### config.mk
export PLATFORM = sky130hd
export DESIGN_NAME = ljtv_cordic
export DESIGN_NICKNAME = d
export VERILOG_FILES = /design/src/rtl/leg_jacobian_torque_velocity_defines.svh /design/src/rtl/ljtv_pkg.sv /design/src/rtl/ljtv_cordic.sv
export SDC_FILE = /design/constraint.sdc
export NUM_CORES = 2
export LEC_CHECK = 0
export BUFFER_PORTS_ARGS = -buffer_cell sky130_fd_sc_hd__buf_4
export CAP_MARGIN = 20
export CORE_MARGIN = 3
export CORE_UTILIZATION = 55
export CTS_CLUSTER_SIZE = 14
export DETAILED_ROUTE_END_ITERATION = 10
export HOLD_SLACK_MARGIN = 0.08
export PLACE_DENSITY = 0.8
export SLEW_MARGIN = 20
export SYNTH_ARGS = -nofsm -noshare
export SYNTH_HDL_FRONTEND = slang
export SYNTH_SLANG_ARGS = --single-unit
### constraint.sdc
create_clock -name clk_i -period 6.8 [get_ports clk_i]
set_clock_uncertainty 0.15 [all_clocks]
set_input_delay 1.02 -clock clk_i [delete_from_list [all_inputs] [get_ports clk_i]]
set_output_delay 1.02 -clock clk_i [all_outputs]
set_load 0.02 [all_outputs]
### src/rtl/leg_jacobian_torque_velocity_defines.svh
// ---------------------------------------------------------------------------
// Assertion macros for the leg Jacobian block
// Concurrent checks that compile to nothing in synthesis.
// ---------------------------------------------------------------------------
`ifndef LEG_JACOBIAN_TORQUE_VELOCITY_DEFINES_SVH
`define LEG_JACOBIAN_TORQUE_VELOCITY_DEFINES_SVH
`ifndef SYNTHESIS
`define LJ_ASSERT(lbl, prop) \
  lbl: assert property (@(posedge clk_i) disable iff (!rst_ni) prop) else $error("lj check");
`define LJ_ASSERT_RST(lbl, prop) \
  lbl: assert property (@(posedge clk_i) prop) else $error("lj reset check");
`else
`define LJ_ASSERT(lbl, prop)
`define LJ_ASSERT_RST(lbl, prop)
`endif
`endif

### src/rtl/ljtv_pkg.sv
// ---------------------------------------------------------------------------
// ljtv_pkg
// Types and constants shared by the leg Jacobian block.
// ---------------------------------------------------------------------------
package ljtv_pkg;
  localparam int unsigned AngW   = 26;
  localparam int unsigned TrigW  = 34;
  localparam int unsigned MaxSteps = 24;
  localparam logic signed [TrigW-1:0] CordicK = 34'sd652032874;

  typedef enum logic [2:0] {
    REG_THIGH_OFF = 3'd0,
    REG_CALF_OFF  = 3'd1,
    REG_UPPER_LEN = 3'd2,
    REG_LOWER_LEN = 3'd3,
    REG_ROLL      = 3'd4,
    REG_FRONT     = 3'd5
  } reg_idx_e;

  typedef struct packed {
    logic signed [TrigW-1:0] x;
    logic signed [TrigW-1:0] y;
    logic signed [AngW-1:0]  z;
    logic                    neg;
  } cordic_t;

  function automatic logic signed [AngW-1:0] atan_deg(input logic [4:0] i);
    unique case (i)
      5'd0:  atan_deg = 26'sd2949120;
      5'd1:  atan_deg = 26'sd1740967;
      5'd2:  atan_deg = 26'sd919879;
      5'd3:  atan_deg = 26'sd466945;
      5'd4:  atan_deg = 26'sd234379;
      5'd5:  atan_deg = 26'sd117304;
      5'd6:  atan_deg = 26'sd58666;
      5'd7:  atan_deg = 26'sd29335;
      5'd8:  atan_deg = 26'sd14668;
      5'd9:  atan_deg = 26'sd7334;
      5'd10: atan_deg = 26'sd3667;
      5'd11: atan_deg = 26'sd1833;
      5'd12: atan_deg = 26'sd917;
      5'd13: atan_deg = 26'sd458;
      5'd14: atan_deg = 26'sd229;
      5'd15: atan_deg = 26'sd115;
      5'd16: atan_deg = 26'sd57;
      5'd17: atan_deg = 26'sd29;
      5'd18: atan_deg = 26'sd14;
      5'd19: atan_deg = 26'sd7;
      5'd20: atan_deg = 26'sd4;
      5'd21: atan_deg = 26'sd2;
      5'd22: atan_deg = 26'sd1;
      default: atan_deg = 26'sd0;
    endcase
  endfunction

  function automatic logic signed [31:0] sat32(input logic signed [63:0] v);
    if (v > 64'sd2147483647) sat32 = 32'sh7fffffff;
    else if (v < -64'sd2147483648) sat32 = 32'sh80000000;
    else sat32 = v[31:0];
  endfunction
endpackage

### src/rtl/ljtv_cordic.sv
// ---------------------------------------------------------------------------
// ljtv_cordic
// Pipelined degree-domain CORDIC: one register stage per rotation step.
// ---------------------------------------------------------------------------
module ljtv_cordic #(
  parameter int unsigned STEPS = 16
) (
  input  logic                           clk_i,
  input  logic                           rst_ni,
  input  logic                           vld_i,
  input  logic signed [17:0]             ang_i,
  output logic                           vld_o,
  output logic signed [ljtv_pkg::TrigW-1:0] sin_o,
  output logic signed [ljtv_pkg::TrigW-1:0] cos_o
);
  import ljtv_pkg::*;
  localparam int unsigned N = (STEPS < MaxSteps) ? STEPS : MaxSteps;

  cordic_t        st_q [N+1];
  logic [N:0]     vld_q;
  cordic_t        st0_d;
  logic signed [17:0] r0, r1;

  always_comb begin
    // wrap to [-180,180) deg in three compare-and-subtract steps
    r0 = ang_i;
    if (r0 >= 18'sd80640) r0 = r0 - 18'sd92160;
    else if (r0 < -18'sd80640) r0 = r0 + 18'sd92160;
    if (r0 >= 18'sd34560) r0 = r0 - 18'sd46080;
    else if (r0 < -18'sd34560) r0 = r0 + 18'sd46080;
    if (r0 >= 18'sd11520) r0 = r0 - 18'sd23040;
    else if (r0 < -18'sd11520) r0 = r0 + 18'sd23040;
    r1 = r0;
    st0_d.neg = 1'b0;
    if (r0 > 18'sd5760) begin
      r1 = 18'sd11520 - r0;
      st0_d.neg = 1'b1;
    end else if (r0 < -18'sd5760) begin
      r1 = -18'sd11520 - r0;
      st0_d.neg = 1'b1;
    end
    st0_d.x = CordicK;
    st0_d.y = '0;
    st0_d.z = {{(AngW-18){r1[17]}}, r1} <<< 10;
  end

  always_ff @(posedge clk_i or negedge rst_ni) begin
    if (!rst_ni) vld_q[0] <= 1'b0;
    else vld_q[0] <= vld_i;
  end
  always_ff @(posedge clk_i) st_q[0] <= st0_d;

  for (genvar i = 0; i < N; i++) begin : g_step
    cordic_t nx;
    always_comb begin
      nx = st_q[i];
      if (!st_q[i].z[AngW-1]) begin
        nx.x = st_q[i].x - (st_q[i].y >>> i);
        nx.y = st_q[i].y + (st_q[i].x >>> i);
        nx.z = st_q[i].z - atan_deg(5'(i));
      end else begin
        nx.x = st_q[i].x + (st_q[i].y >>> i);
        nx.y = st_q[i].y - (st_q[i].x >>> i);
        nx.z = st_q[i].z + atan_deg(5'(i));
      end
    end
    always_ff @(posedge clk_i or negedge rst_ni) begin
      if (!rst_ni) vld_q[i+1] <= 1'b0;
      else vld_q[i+1] <= vld_q[i];
    end
    always_ff @(posedge clk_i) st_q[i+1] <= nx;
  end

  assign vld_o = vld_q[N];
  assign sin_o = st_q[N].y;
  assign cos_o = st_q[N].neg ? -st_q[N].x : st_q[N].x;
endmodule

==> results.json <==
{
  "outcome": "finished clean",
  "fill_cells": 15100,
  "multi_input_comb_area_um2": 68500,
  "number_of_synthesized_flops_with_an_enable_pin": 0,
  "global_routing_usage_summed_across_all_routing_layers_pct": 26.2,
  "cts-root-buf": "clkbuf_16",
  "finalWorstPathRequiredPeriod_ns": 5.88,
  "dr.first_iter.drc_count": 6032,
  "vias": 83600,
  "final_core_util_pct": 60.1,
  "grt_pass1_wl_um": 406000,
  "worst_setup_path_start_kind": "register",
  "place.gp.congestion": 0.943,
  "port_buffers": 89,
  "max-slew-margin-rel_pct": 29.1,
  "clock_tree.htree_level_count": 4,
  "hold_viol_final": 0,
  "clk_path_buf_depth": 3,
  "ys_async_sr_fraction_pct": 1.23,
  "cap_viol_max_count": 0,
  "critPathArrivalTime_ns": 6.46,
  "finalSetupViolations": 0,
  "post_synth.cell_area_avg_um2": 8.52,
  "fmax_ghz": 0.170,
  "nNetsFinal": 13100,
  "number_of_global_route_vias_before_repair": 80300,
  "dp_worst_setup_slack_ns": 0.675,
  "placementRows": 155,
  "totalNegativeSetupSlack_ns": 0,
  "antenna_cells_inserted": 0,
  "detail_route.drc_violations": 0,
  "antenna_found_initial": 3,
  "synth_largest_area_cell": "dfxtp_1",
  "clkLatencyLatePin_ns": 0.81,
  "coreArea_um2": 179000,
  "grt_max_degree": 64,
  "ff_latch_area_um2": 27700,
  "share_of_the_yosys_chip_area_belonging_to_registers_pct": 27.9,
  "maxSlewViolCount": 0,
  "cp_class": "register to register",
  "layout_cell_share_with_drive_strength_beyond_1_pct": 5.27,
  "max_slew.worst_pin.slew_ns": 1.05,
  "io_pins": 90,
  "globalRouteOverflowTotal": 0,
  "timing.critical_path.fanout_max": 5,
  "wl_per_cell_um": 17.7,
  "syn-instance-count": 11600,
  "synth.top_cells.by_area": "dfxtp_1, ha_1, xnor2_1",
  "synth.top_cell.area_share_pct": 27.5,
  "detail-route-antenna-nets": 0,
  "endpoint_kind": "register",
  "detail_routed_via_count_per_cell": 5.89,
  "clock_sink_count": 1379,
  "design.die.area_um2": 185000,
  "setup_ws_ns": 0.923,
  "dp.final_hpwl_um": 201000,
  "initial_utilization_pct": 55.4,
  "clk_transition_reported_paths_ns": 0.06,
  "final_cycle_share_pct": 86.4,
  "synth-main-ff-cell": "dfxtp_1",
  "chipHeight_um": 430,
  "timing.hold.worst.class": "register to register",
  "route.final.wire_length_um": 251000,
  "synth_area_um2": 99100,
  "yosys_register_bits": 1379,
  "cts_buf_count": 154,
  "synthToLayoutAreaGrowth_pct": 8.51,
  "synth.distinct_cells": 103,
  "postSynthNetCount": 13000,
  "dp_cells": 13900,
  "timing.critical_path.required_ns": 7.38,
  "die_width_um": 430,
  "drtPass1Iterations": 6,
  "ys_warn_count": 0,
  "rsz0062_at_grt": "false",
  "layoutNonFillerInstCount": 14200,
  "tritoncts": "yes"
}
cell families after synthesis:
family          count (synthesis)  share of synthesized area, %
simple gates                 3325                          16.0
fa+ha+maj                    1340                          17.2
flops                        1379                          27.9
buf+inv                       734                          2.92
mux                           141                          1.52
compound gates               2953                          18.8
xor+xnor                     1755                          15.6
state kept, by name, summed over array words and instances (netlist names):
| name | count |
|---|---|
| vld_q | 16 |
| st_q | 1362 |
| vld_o | 1 |
cell type report:
cell class | instances | area share [%]
clock inverters | 64 | 0.845
well taps | 2355 | 2.74
flip-flops and latches | 1379 | 25.8
multi-input cells | 9514 | 63.7
clock buffers | 208 | 4.04
repair buffers | 141 | 0.984
inverters | 545 | 1.90
layer usage:
metal  routed length, um  GRT usage [%]  vias up  part of all wire [%]
met5                   0              0        -                     0
met4                9870           10.2        0                   3.9
met3               12500           3.29      563                   5.0
met2              120000           45.8     2268                    48
met1              109000           32.7    39300                    44
li1                    -              -    41500                     -
layout by cell type (no fill, tap or decap), types with 30 or more instances in the layout:
master / instances
a211oi_1: 97
a21boi_0: 60
a21o_1: 301
a21oi_1: 1132
a31o_2: 32
a31oi_1: 123
a41oi_1: 30
and2_1: 86
and3_1: 89
buf_4: 139
clkbuf_16: 154
dfxtp_1: 1348
fa_1: 41
ha_1: 1299
inv_1: 539
mux2_2: 72
mux2i_1: 68
nand2_1: 551
nand2b_1: 152
nand3_1: 236
nand4_1: 30
nor2_1: 1178
nor2b_1: 145
nor3_1: 459
nor4_1: 98
o211ai_1: 51
o21a_1: 159
o21ai_0: 495
o21bai_1: 154
o31a_1: 32
o31ai_1: 34
o41ai_1: 40
or2_2: 60
or3_1: 109
or4_1: 30
xnor2_1: 1151
xor2_1: 598
through the flow:
step / area, um2 / hold slack [ns]
6_report: 108000 / 0.174
5_1_grt: 108000 / 0.143
4_1_cts: 108000 / 0.119
3_5_place_dp: 102000 / 0.162
3_3_place_gp: 102000 / 0.160
2_1_floorplan: 99100 / 0.160
worst max-delay path, cell delays in order (launching register included):
cell       delay (ns)
dfxtp_1          0.38
inv_1            0.09
ha_1             0.22
nand2_1          0.12
nor4_1           0.48
nand2_1          0.16
nor4_1           0.50
nor2_1           0.11
xor2_1           0.18
ha_1             0.35
and2_1           0.17
o21ai_0          0.16
o31ai_1          0.16
o41ai_1          0.68
o2111ai_1        0.23
o2111a_1         0.19
o21a_1           0.18
o21a_1           0.19
o41ai_1          0.61
o21ai_0          0.17
a21oi_1          0.20
xnor2_1          0.13
synth_stat cells, drive strengths merged, types with 110 or more instances:
cell type	count
o21bai	154
a21o	301
or3	111
nand2b	152
a21oi	1136
nand3	237
o21ai	503
xor2	599
nor2b	145
nor2	1180
a31oi	124
inv	542
nand2	551
o21a	160
xnor2	1156
dfxtp	1362
clkbuf	110
ha	1299
nor3	460
final timing paths:
check | cells after the start | from | to | slack [ns]
setup / recovery | 21 | st_q[8][35] | st_q[9][93] | 0.92
hold / removal | 0 | st_q[7][0] | st_q[8][0] | 0.17
setup reg to reg | 21 | st_q[8][35] | st_q[9][93] | 0.92
hold reg to reg | 0 | st_q[7][0] | st_q[8][0] | 0.17
max in group asynchronous | 2 | rst_ni | vld_o | 5.83
min in group asynchronous | 2 | rst_ni | vld_q[7] | 0.48
timing repair:
action	4_1_cts	5_1_grt
gates resized for setup	0	0
hold buffers	1	0
hold endpoints to repair	17	0
buffers inserted	0	0
Power is left out: the tool's default activity adds up to more than one toggle a clock period on the data nets, which glitch-free logic cannot reach.
